==> src/rtl/core/sha256s_pkg.sv <==
// shared types and constants of the sha-256 stream hasher
package sha256s_pkg;

  localparam int unsigned NumRounds = 64;
  localparam int unsigned BlockBytes = 64;

  typedef enum logic [1:0] {
    BYTE_IN,
    BYTE_PAD,
    BYTE_ZERO,
    BYTE_LEN
  } byte_sel_e;

  // commands from controller to datapath
  typedef struct packed {
    logic      push;
    byte_sel_e sel;
    logic      count_inc;
    logic      load;
    logic      round;
    logic [5:0] rnd_idx;
    logic      add;
    logic      init;
    logic [2:0] len_idx;
    logic [2:0] out_idx;
  } cmd_t;

  // status from datapath to controller
  typedef struct packed {
    logic [5:0] fill;
  } status_t;

  localparam logic [31:0] H_INIT [8] = '{
    32'h6a09e667, 32'hbb67ae85, 32'h3c6ef372, 32'ha54ff53a,
    32'h510e527f, 32'h9b05688c, 32'h1f83d9ab, 32'h5be0cd19
  };

  localparam logic [31:0] K_TAB [64] = '{
    32'h428a2f98, 32'h71374491, 32'hb5c0fbcf, 32'he9b5dba5, 32'h3956c25b, 32'h59f111f1,
    32'h923f82a4, 32'hab1c5ed5, 32'hd807aa98, 32'h12835b01, 32'h243185be, 32'h550c7dc3,
    32'h72be5d74, 32'h80deb1fe, 32'h9bdc06a7, 32'hc19bf174, 32'he49b69c1, 32'hefbe4786,
    32'h0fc19dc6, 32'h240ca1cc, 32'h2de92c6f, 32'h4a7484aa, 32'h5cb0a9dc, 32'h76f988da,
    32'h983e5152, 32'ha831c66d, 32'hb00327c8, 32'hbf597fc7, 32'hc6e00bf3, 32'hd5a79147,
    32'h06ca6351, 32'h14292967, 32'h27b70a85, 32'h2e1b2138, 32'h4d2c6dfc, 32'h53380d13,
    32'h650a7354, 32'h766a0abb, 32'h81c2c92e, 32'h92722c85, 32'ha2bfe8a1, 32'ha81a664b,
    32'hc24b8b70, 32'hc76c51a3, 32'hd192e819, 32'hd6990624, 32'hf40e3585, 32'h106aa070,
    32'h19a4c116, 32'h1e376c08, 32'h2748774c, 32'h34b0bcb5, 32'h391c0cb3, 32'h4ed8aa4a,
    32'h5b9cca4f, 32'h682e6ff3, 32'h748f82ee, 32'h78a5636f, 32'h84c87814, 32'h8cc70208,
    32'h90befffa, 32'ha4506ceb, 32'hbef9a3f7, 32'hc67178f2
  };

  localparam logic [7:0] PAD_BYTE = 8'h80;
  localparam logic [5:0] LEN_OFFSET = 6'd56;

endpackage

==> src/rtl/core/sha256s_if.sv <==
// stream interfaces for message bytes and digest words
interface sha256s_in_if;
  logic       valid;
  logic       ready;
  logic [7:0] data_byte;
  logic       byte_present;
  logic       message_end;
  modport source (output valid, data_byte, byte_present, message_end, input ready);
  modport sink (input valid, data_byte, byte_present, message_end, output ready);
endinterface

interface sha256s_out_if;
  logic        valid;
  logic        ready;
  logic [31:0] digest_word;
  logic [2:0]  word_index;
  logic        last_word;
  modport source (output valid, digest_word, word_index, last_word, input ready);
  modport sink (input valid, digest_word, word_index, last_word, output ready);
endinterface

==> src/rtl/core/sha256s_datapath.sv <==
// block buffer, message schedule, round logic and hash state
module sha256s_datapath import sha256s_pkg::*; (
  input  logic        clk_i,
  input  logic        rst_ni,
  input  cmd_t        cmd_i,
  input  logic [7:0]  data_byte_i,
  output status_t     status_o,
  output logic [31:0] digest_word_o
);

  logic [511:0]      blk_q, blk_d;
  logic [7:0][31:0]  v_q, v_d;
  logic [31:0]       h_q [8];
  logic [5:0]        fill_q;
  logic [60:0]       count_q;
  logic [63:0]       bits;
  logic [7:0]        push_val;
  logic [31:0]       w0, w1, w9, w14, s0, s1, wnew;
  logic [31:0]       a, e, big0, big1, ch, maj, t1, t2;

  // byte to append
  assign bits = {count_q, 3'b000};
  always_comb begin
    case (cmd_i.sel)
      BYTE_IN:   push_val = data_byte_i;
      BYTE_PAD:  push_val = PAD_BYTE;
      BYTE_ZERO: push_val = 8'h00;
      default:   push_val = bits[6'(63 - 8 * int'(cmd_i.len_idx)) -: 8];
    endcase
  end

  // schedule taps
  assign w0   = blk_q[511:480];
  assign w1   = blk_q[479:448];
  assign w9   = blk_q[223:192];
  assign w14  = blk_q[63:32];
  assign s0   = {w1[6:0], w1[31:7]} ^ {w1[17:0], w1[31:18]} ^ (w1 >> 3);
  assign s1   = {w14[16:0], w14[31:17]} ^ {w14[18:0], w14[31:19]} ^ (w14 >> 10);
  assign wnew = w0 + s0 + w9 + s1;

  // round function
  assign a    = v_q[0];
  assign e    = v_q[4];
  assign big1 = {e[5:0], e[31:6]} ^ {e[10:0], e[31:11]} ^ {e[24:0], e[31:25]};
  assign ch   = (e & v_q[5]) ^ (~e & v_q[6]);
  assign t1   = v_q[7] + big1 + ch + K_TAB[cmd_i.rnd_idx] + w0;
  assign big0 = {a[1:0], a[31:2]} ^ {a[12:0], a[31:13]} ^ {a[21:0], a[31:22]};
  assign maj  = (a & v_q[1]) ^ (a & v_q[2]) ^ (v_q[1] & v_q[2]);
  assign t2   = big0 + maj;

  always_comb begin
    blk_d = blk_q;
    if (cmd_i.push) begin
      blk_d = {blk_q[503:0], push_val};
    end else if (cmd_i.round) begin
      blk_d = {blk_q[479:0], wnew};
    end
  end

  always_comb begin
    v_d = v_q;
    if (cmd_i.load) begin
      for (int i = 0; i < 8; i++) begin
        v_d[i] = h_q[i];
      end
    end else if (cmd_i.round) begin
      v_d[7] = v_q[6];
      v_d[6] = v_q[5];
      v_d[5] = v_q[4];
      v_d[4] = v_q[3] + t1;
      v_d[3] = v_q[2];
      v_d[2] = v_q[1];
      v_d[1] = v_q[0];
      v_d[0] = t1 + t2;
    end
  end

  // buffer and working variables
  always_ff @(posedge clk_i) begin
    blk_q <= blk_d;
    v_q   <= v_d;
  end

  // hash words and counters
  always_ff @(posedge clk_i or negedge rst_ni) begin
    if (!rst_ni) begin
      for (int i = 0; i < 8; i++) begin
        h_q[i] <= H_INIT[i];
      end
      fill_q  <= '0;
      count_q <= '0;
    end else begin
      if (cmd_i.init) begin
        for (int i = 0; i < 8; i++) begin
          h_q[i] <= H_INIT[i];
        end
        fill_q  <= '0;
        count_q <= '0;
      end else begin
        if (cmd_i.add) begin
          for (int i = 0; i < 8; i++) begin
            h_q[i] <= h_q[i] + v_q[i];
          end
        end
        if (cmd_i.push) begin
          fill_q <= fill_q + 6'd1;
        end
        if (cmd_i.count_inc) begin
          count_q <= count_q + 61'd1;
        end
      end
    end
  end

  assign status_o.fill = fill_q;
  assign digest_word_o = h_q[cmd_i.out_idx];

endmodule

==> src/rtl/core/sha256s_ctrl.sv <==
// sequencer for absorb, padding, compression rounds and digest output
module sha256s_ctrl import sha256s_pkg::*; (
  input  logic    clk_i,
  input  logic    rst_ni,
  input  logic    in_valid_i,
  input  logic    byte_present_i,
  input  logic    message_end_i,
  output logic    in_ready_o,
  output logic    out_valid_o,
  input  logic    out_ready_i,
  input  status_t status_i,
  output cmd_t    cmd_o
);

  typedef enum logic [2:0] {
    S_IDLE, S_PAD, S_ZERO, S_LEN, S_LOAD, S_RND, S_ADD, S_OUT
  } state_e;

  state_e     state_q, ret_q;
  logic [5:0] round_q;
  logic [2:0] len_q;
  logic [2:0] idx_q;
  logic       acc;
  logic       full;

  assign in_ready_o  = (state_q == S_IDLE);
  assign out_valid_o = (state_q == S_OUT);
  assign acc         = in_valid_i & in_ready_o;
  assign full        = (status_i.fill == 6'd63);

  // command decode
  always_comb begin
    cmd_o = '0;
    cmd_o.sel     = BYTE_IN;
    cmd_o.rnd_idx = round_q;
    cmd_o.len_idx = len_q;
    cmd_o.out_idx = idx_q;
    unique case (state_q)
      S_IDLE: begin
        cmd_o.push      = acc & byte_present_i;
        cmd_o.count_inc = acc & byte_present_i;
      end
      S_PAD: begin
        cmd_o.push = 1'b1;
        cmd_o.sel  = BYTE_PAD;
      end
      S_ZERO: begin
        cmd_o.push = (status_i.fill != LEN_OFFSET);
        cmd_o.sel  = BYTE_ZERO;
      end
      S_LEN: begin
        cmd_o.push = 1'b1;
        cmd_o.sel  = BYTE_LEN;
      end
      S_LOAD: cmd_o.load = 1'b1;
      S_RND:  cmd_o.round = 1'b1;
      S_ADD:  cmd_o.add = 1'b1;
      S_OUT:  cmd_o.init = out_ready_i & (idx_q == 3'd7);
      default: ;
    endcase
  end

  // state and counters
  always_ff @(posedge clk_i or negedge rst_ni) begin
    if (!rst_ni) begin
      state_q <= S_IDLE;
      ret_q   <= S_IDLE;
      round_q <= '0;
      len_q   <= '0;
      idx_q   <= '0;
    end else begin
      unique case (state_q)
        S_IDLE: begin
          if (acc) begin
            if (byte_present_i && full) begin
              state_q <= S_LOAD;
              ret_q   <= message_end_i ? S_PAD : S_IDLE;
            end else if (message_end_i) begin
              state_q <= S_PAD;
            end
          end
        end
        S_PAD: begin
          if (full) begin
            state_q <= S_LOAD;
            ret_q   <= S_ZERO;
          end else begin
            state_q <= S_ZERO;
          end
        end
        S_ZERO: begin
          if (status_i.fill == LEN_OFFSET) begin
            state_q <= S_LEN;
            len_q   <= '0;
          end else if (full) begin
            state_q <= S_LOAD;
            ret_q   <= S_ZERO;
          end
        end
        S_LEN: begin
          len_q <= len_q + 3'd1;
          if (len_q == 3'd7) begin
            state_q <= S_LOAD;
            ret_q   <= S_OUT;
            idx_q   <= '0;
          end
        end
        S_LOAD: begin
          round_q <= '0;
          state_q <= S_RND;
        end
        S_RND: begin
          round_q <= round_q + 6'd1;
          if (round_q == 6'd63) begin
            state_q <= S_ADD;
          end
        end
        S_ADD: state_q <= ret_q;
        S_OUT: begin
          if (out_ready_i) begin
            idx_q <= idx_q + 3'd1;
            if (idx_q == 3'd7) begin
              state_q <= S_IDLE;
            end
          end
        end
        default: state_q <= S_IDLE;
      endcase
    end
  end

endmodule

==> src/rtl/core/sha256_stream_hasher_core.sv <==
// sha-256 over a byte stream: one byte per transfer, eight digest words per message
// an item with only a byte keeps the input ready; one that fills the block adds
// a compression (load, 64 rounds on a single round unit, add); an end item runs
// padding one byte per cycle plus one or two compressions, then 8 digest transfers
// reset is asynchronous, active low, and restores the initial hash and zero counts
module sha256_stream_hasher_core import sha256s_pkg::*; (
  input  logic          clk_i,
  input  logic          rst_ni,
  sha256s_in_if.sink    in_s,
  sha256s_out_if.source out_s
);

  cmd_t        cmd;
  status_t     status;
  logic [31:0] digest;

  sha256s_ctrl u_ctrl (
    .clk_i          (clk_i),
    .rst_ni         (rst_ni),
    .in_valid_i     (in_s.valid),
    .byte_present_i (in_s.byte_present),
    .message_end_i  (in_s.message_end),
    .in_ready_o     (in_s.ready),
    .out_valid_o    (out_s.valid),
    .out_ready_i    (out_s.ready),
    .status_i       (status),
    .cmd_o          (cmd)
  );

  sha256s_datapath u_datapath (
    .clk_i         (clk_i),
    .rst_ni        (rst_ni),
    .cmd_i         (cmd),
    .data_byte_i   (in_s.data_byte),
    .status_o      (status),
    .digest_word_o (digest)
  );

  assign out_s.digest_word = digest;
  assign out_s.word_index  = cmd.out_idx;
  assign out_s.last_word   = (cmd.out_idx == 3'd7);

endmodule

==> src/flat_wrapper.sv <==
// flat-port wrapper written by rule: the top's interface ports become plain ports
module sha256_stream_hasher_core_flat import sha256s_pkg::*;
  (clk_i, rst_ni, in_s_valid, in_s_data_byte, in_s_byte_present, in_s_message_end, in_s_ready, out_s_valid, out_s_digest_word, out_s_word_index, out_s_last_word, out_s_ready);
  sha256s_in_if in_s_i ();
  sha256s_out_if out_s_i ();
  input  logic clk_i;
  input  logic rst_ni;
  input wire logic [$bits(in_s_i.valid)-1:0] in_s_valid;
  input wire logic [$bits(in_s_i.data_byte)-1:0] in_s_data_byte;
  input wire logic [$bits(in_s_i.byte_present)-1:0] in_s_byte_present;
  input wire logic [$bits(in_s_i.message_end)-1:0] in_s_message_end;
  output wire logic [$bits(in_s_i.ready)-1:0] in_s_ready;
  output wire logic [$bits(out_s_i.valid)-1:0] out_s_valid;
  output wire logic [$bits(out_s_i.digest_word)-1:0] out_s_digest_word;
  output wire logic [$bits(out_s_i.word_index)-1:0] out_s_word_index;
  output wire logic [$bits(out_s_i.last_word)-1:0] out_s_last_word;
  input wire logic [$bits(out_s_i.ready)-1:0] out_s_ready;
  assign in_s_i.valid = in_s_valid;
  assign in_s_i.data_byte = in_s_data_byte;
  assign in_s_i.byte_present = in_s_byte_present;
  assign in_s_i.message_end = in_s_message_end;
  assign in_s_ready = in_s_i.ready;
  assign out_s_valid = out_s_i.valid;
  assign out_s_digest_word = out_s_i.digest_word;
  assign out_s_word_index = out_s_i.word_index;
  assign out_s_last_word = out_s_i.last_word;
  assign out_s_i.ready = out_s_ready;
  sha256_stream_hasher_core u_core (.clk_i(clk_i), .rst_ni(rst_ni), .in_s(in_s_i), .out_s(out_s_i));
endmodule
==> config.mk <==
export PLATFORM = sky130hd
export DESIGN_NAME = sha256_stream_hasher_core_flat
export DESIGN_NICKNAME = d
export VERILOG_FILES = /design/src/rtl/core/sha256s_pkg.sv /design/src/rtl/core/sha256s_if.sv /design/src/rtl/core/sha256s_datapath.sv /design/src/rtl/core/sha256s_ctrl.sv /design/src/rtl/core/sha256_stream_hasher_core.sv /design/src/flat_wrapper.sv
export SDC_FILE = /design/constraint.sdc
export NUM_CORES = 2
export LEC_CHECK = 0
export BUFFER_PORTS_ARGS = -buffer_cell sky130_fd_sc_hd__buf_2
export CELL_PAD_IN_SITES_DETAIL_PLACEMENT = 1
export CELL_PAD_IN_SITES_GLOBAL_PLACEMENT = 1
export CORE_MARGIN = 10
export CORE_UTILIZATION = 40
export DETAILED_ROUTE_END_ITERATION = 8
export GPL_ROUTABILITY_DRIVEN = 0
export PLACE_DENSITY_LB_ADDON = 0.2
export SLEW_MARGIN = 20
export SYNTH_ARGS = -nofsm -noshare
export SYNTH_HDL_FRONTEND = slang
export SYNTH_SLANG_ARGS = --single-unit
==> constraint.sdc <==
create_clock -name clk_i -period 19.2 [get_ports clk_i]
set_clock_uncertainty 0.05 [all_clocks]
set_input_delay 0.96 -clock clk_i [delete_from_list [all_inputs] [get_ports clk_i]]
set_output_delay 0.96 -clock clk_i [all_outputs]
set_load 0.02 [all_outputs]
==> results.sh <==
export IMPL_outcome="completed"
export IMPL_route_detailed_drc=0
export IMPL_drtAntennaViolNets=0
export IMPL_grt_pass1_vias=61631
export IMPL_layout_worst_path_cycle_share_pct=51.8
export IMPL_setup_worst_path_end_class="register"
export IMPL_timing_critical_path_required_ns=19.70
export IMPL_cts_buffers=134
export IMPL_startpoint_class_of_the_critical_path="register"
export IMPL_final_hold_violation_count=0
export IMPL_start_util_pct=40.2
export IMPL_worst_slack_ns=9.25
export IMPL_count_of_flip_flops_with_a_built_in_enable_after_synthesis=768
export IMPL_number_of_cell_rows=158
export IMPL_syn_cell_area_um2=74600
export IMPL_floorplan_io_pins=52
export IMPL_detail_route_wirelength_um=262000
export IMPL_hold_path_class="input port to asynchronous set/reset pin"
export IMPL_tritoncts="yes"
export IMPL_max_cap_viol_count=0
export IMPL_preCtsSetupSlack_ns=9.64
export IMPL_buffer_ports_inserted=51
export IMPL_most_common_layout_cells="2,276 x nand2_1, 768 x edfxtp_1, 487 x o21ai_0"
export IMPL_synthCells=8182
export IMPL_placement_cell_area_um2=76900
export IMPL_core_area_um2=185000
export IMPL_gr_usage_met3_pct=3.86
export IMPL_overflow=0
export IMPL_worst_path_largest_cell_delay_ns=0.87
export IMPL_die_area_um2=204000
export IMPL_post_cts_resized_instances=0
export IMPL_final_min_clock_period_ns=9.95
export IMPL_design_final_nets=8597
export IMPL_fin_setup_tns_ns=0
export IMPL_chipWidth_um=452
export IMPL_synth_ff_latch_count=1077
export IMPL_number_of_nets_in_the_synthesized_netlist=8795
export IMPL_num_fill_cells=21293
export IMPL_seq_area_um2=31000
export IMPL_grt_antenna_before_repair=3
export IMPL_maximum_number_of_pins_on_one_net_before_global_route_repair=242
export IMPL_hold_buffers_post_cts=0
export IMPL_globalRouteTotalUtil_pct=25.1
export IMPL_rsz0062_at_grt="no"
export IMPL_postSynth_asyncResetShare_pct=28.7
export IMPL_clock_sinks=1077
export IMPL_worst_r2r_cell_count=32
export IMPL_grt_pass1_wl_um=397000
export IMPL_layout_commonest_cell="nand2_1"
export IMPL_route_vias_total=60654
export IMPL_clk_path_buf_depth=3
export IMPL_post_route_cell_area_um2=81300
export IMPL_syn_mean_instance_area_um2=9.11
export IMPL_globalRoute_busiestLayer="met2"
export IMPL_area_growth_synth_to_final_pct=9.08
export IMPL_worst_slew_pin_transition_ns=1.34
export IMPL_gr_usage_met2_pct=38.2
export IMPL_report_final_slew_viol_count=0
export IMPL_multi_input_area_um2=40300
export IMPL_setup_worst_path_class="register to register"
export IMPL_path_clk_slew_ns=0.06
export IMPL_floorplan_die_height_um=452
export IMPL_count_of_yosys_warnings_during_synthesis=0
export IMPL_clock_insertion_delay_worst_skew_ns=0.83
export IMPL_post_drt_via_cell_ratio=5.73
export IMPL_regToRegSetupSlack_ns=9.25
export IMPL_timing_slew_headroom_pct=10.1
export IMPL_final_setup_viol_count=0
export IMPL_dominantRegCellSynth="edfxtp_1"
export IMPL_use_met1_pct=36.4
export IMPL_drt_first_pass_iters=5
export IMPL_seq_area_frac_synth_pct=41.5
export IMPL_post_cts_buffers=0
export IMPL_critical_path_peak_fanout=17
export IMPL_drt_iter0_markers=5557
export IMPL_route_detailed_wl_per_inst_um=24.8
export IMPL_worst_ep_arrival_time_ns=10.45
export IMPL_yosysUniqueCellTypes=104
export IMPL_reg2reg_to="u_core.u_datapath.a[31]$_DFFE_PP_"
export IMPL_clock_tree_root_cell="clkbuf_16"
export IMPL_dpl_hpwl_um=191000
export IMPL_crit_path_top_delay_cell="nor2_1"
export IMPL_worst_reg2reg_startpoint="u_core.u_ctrl.round_q[0]$_DFFE_PN0P_"
export IMPL_cts_htree_levels=4
export IMPL_max_clock_freq_ghz=0.101
export IMPL_final_layout_size_suffix_gt1_share_pct=7.85
sequential cells by signal, summed over array words and instances, names as in the netlist, 6 cells and up:
signal                      cells
u_core.u_ctrl.round_q           6
u_core.u_datapath.a            32
u_core.u_datapath.blk_q       512
u_core.u_datapath.count_q      29
u_core.u_datapath.e            32
u_core.u_datapath.h_q         256
u_core.u_datapath.status_o      6
u_core.u_datapath.v_q         192
cells by family after synthesis:
group | count (synthesis) | synth area share [%]
compound gates | 1657 | 13.8
xor+xnor | 601 | 7.06
fa+ha+maj | 621 | 12.3
buf+inv | 897 | 4.59
flops | 1077 | 41.5
mux | 123 | 3.00
simple gates | 3206 | 17.7
cell usage after synthesis (12+ instances only):
cell      number  share of area, %
nor2b_1       37              0.31
fa_1         197               5.3
nand2_1     2279                11
nand2b_1      56              0.47
xor2_1       265               3.1
a311oi_1      12              0.14
maj3_1        22              0.30
a211oi_1      42              0.42
o21ai_0      488               3.3
a21o_1       189               1.9
and2_1        24              0.20
a21boi_0      12              0.12
o21bai_1      44              0.44
dfrtp_1      173               5.8
a221oi_1      13              0.15
a21oi_1      475               3.2
dfstp_2      136               4.8
a31o_2        12              0.14
o211ai_1      38              0.38
o21ai_1       31              0.21
clkbuf_1     405               2.0
a22o_1        15              0.18
nor3_1       131              0.88
o311ai_0      18              0.21
and3_1        41              0.34
nor2_1       360               1.8
o31ai_1       36              0.36
or3_1         43              0.36
edfxtp_1     768                31
a211o_1       12              0.14
buf_1         42              0.21
mux4_2        77               2.3
ha_1         402               6.7
mux2_2        33              0.50
mux2i_1       13              0.17
nand4_1       32              0.27
a31oi_1       40              0.34
or2_2         13              0.11
xnor2_1      336               3.9
nand3_1      141              0.95
inv_1        434               2.2
o21a_1        54              0.54
worst max path at each step:
stage | from | to
after floorplan | u_core.u_ctrl.state_q[2]$_DFFE_PN0P_ | u_core.u_datapath.blk_q[0]$_DFFE_PP_
after global placement | u_core.u_ctrl.round_q[0]$_DFFE_PN0P_ | u_core.u_datapath.a[31]$_DFFE_PP_
after detailed placement | u_core.u_ctrl.round_q[0]$_DFFE_PN0P_ | u_core.u_datapath.a[31]$_DFFE_PP_
after CTS | u_core.u_ctrl.round_q[0]$_DFFE_PN0P_ | u_core.u_datapath.a[31]$_DFFE_PP_
after global routing | u_core.u_ctrl.round_q[0]$_DFFE_PN0P_ | u_core.u_datapath.a[31]$_DFFE_PP_
final | u_core.u_ctrl.round_q[0]$_DFFE_PN0P_ | u_core.u_datapath.a[31]$_DFFE_PP_
critical path, delay by kind of cell, from the launching register on:
kind                     cells  cell delay [ns]
flip-flops                   1             0.71
adder cells (fa/ha/maj)      5             2.18
XOR/XNOR                     1             0.21
AND/OR/NAND/NOR              4             1.58
buffers and inverters        4             0.65
AO/OA/AOI/OAI               18             4.28
layout make-up:
class,count,share of cell area (%)
clock buffer,180,4.50
tap,2480,3.82
sequential,1077,38.1
inverter,436,2.02
timing repair buffer,127,1.12
clock inverter,70,0.938
antenna,1,0.00308
multi-input combinational,6208,49.5
layer usage:
layer / routed length, um / up-vias / part of all wire [%]
met3: 15300 / 387 / 5.8
li1: - / 27680 / -
met4: 8930 / 2 / 3.4
met5: 10 / - / 0.0038
met1: 123000 / 30924 / 47
met2: 116000 / 1661 / 44
metrics by stage:
stage                     cells  util, %  hold slack (ns)
after detailed placement  10328     41.5            0.428
after global placement    10328     41.5            0.422
after CTS                 10578     43.8           0.0786
after global routing      10578     43.9           0.0992
after floorplan            8182        -            0.395
final                     10579     43.9           0.0870
Power is left out: the tool's default activity adds up to more than one toggle a clock period on the data nets, which glitch-free logic cannot reach.
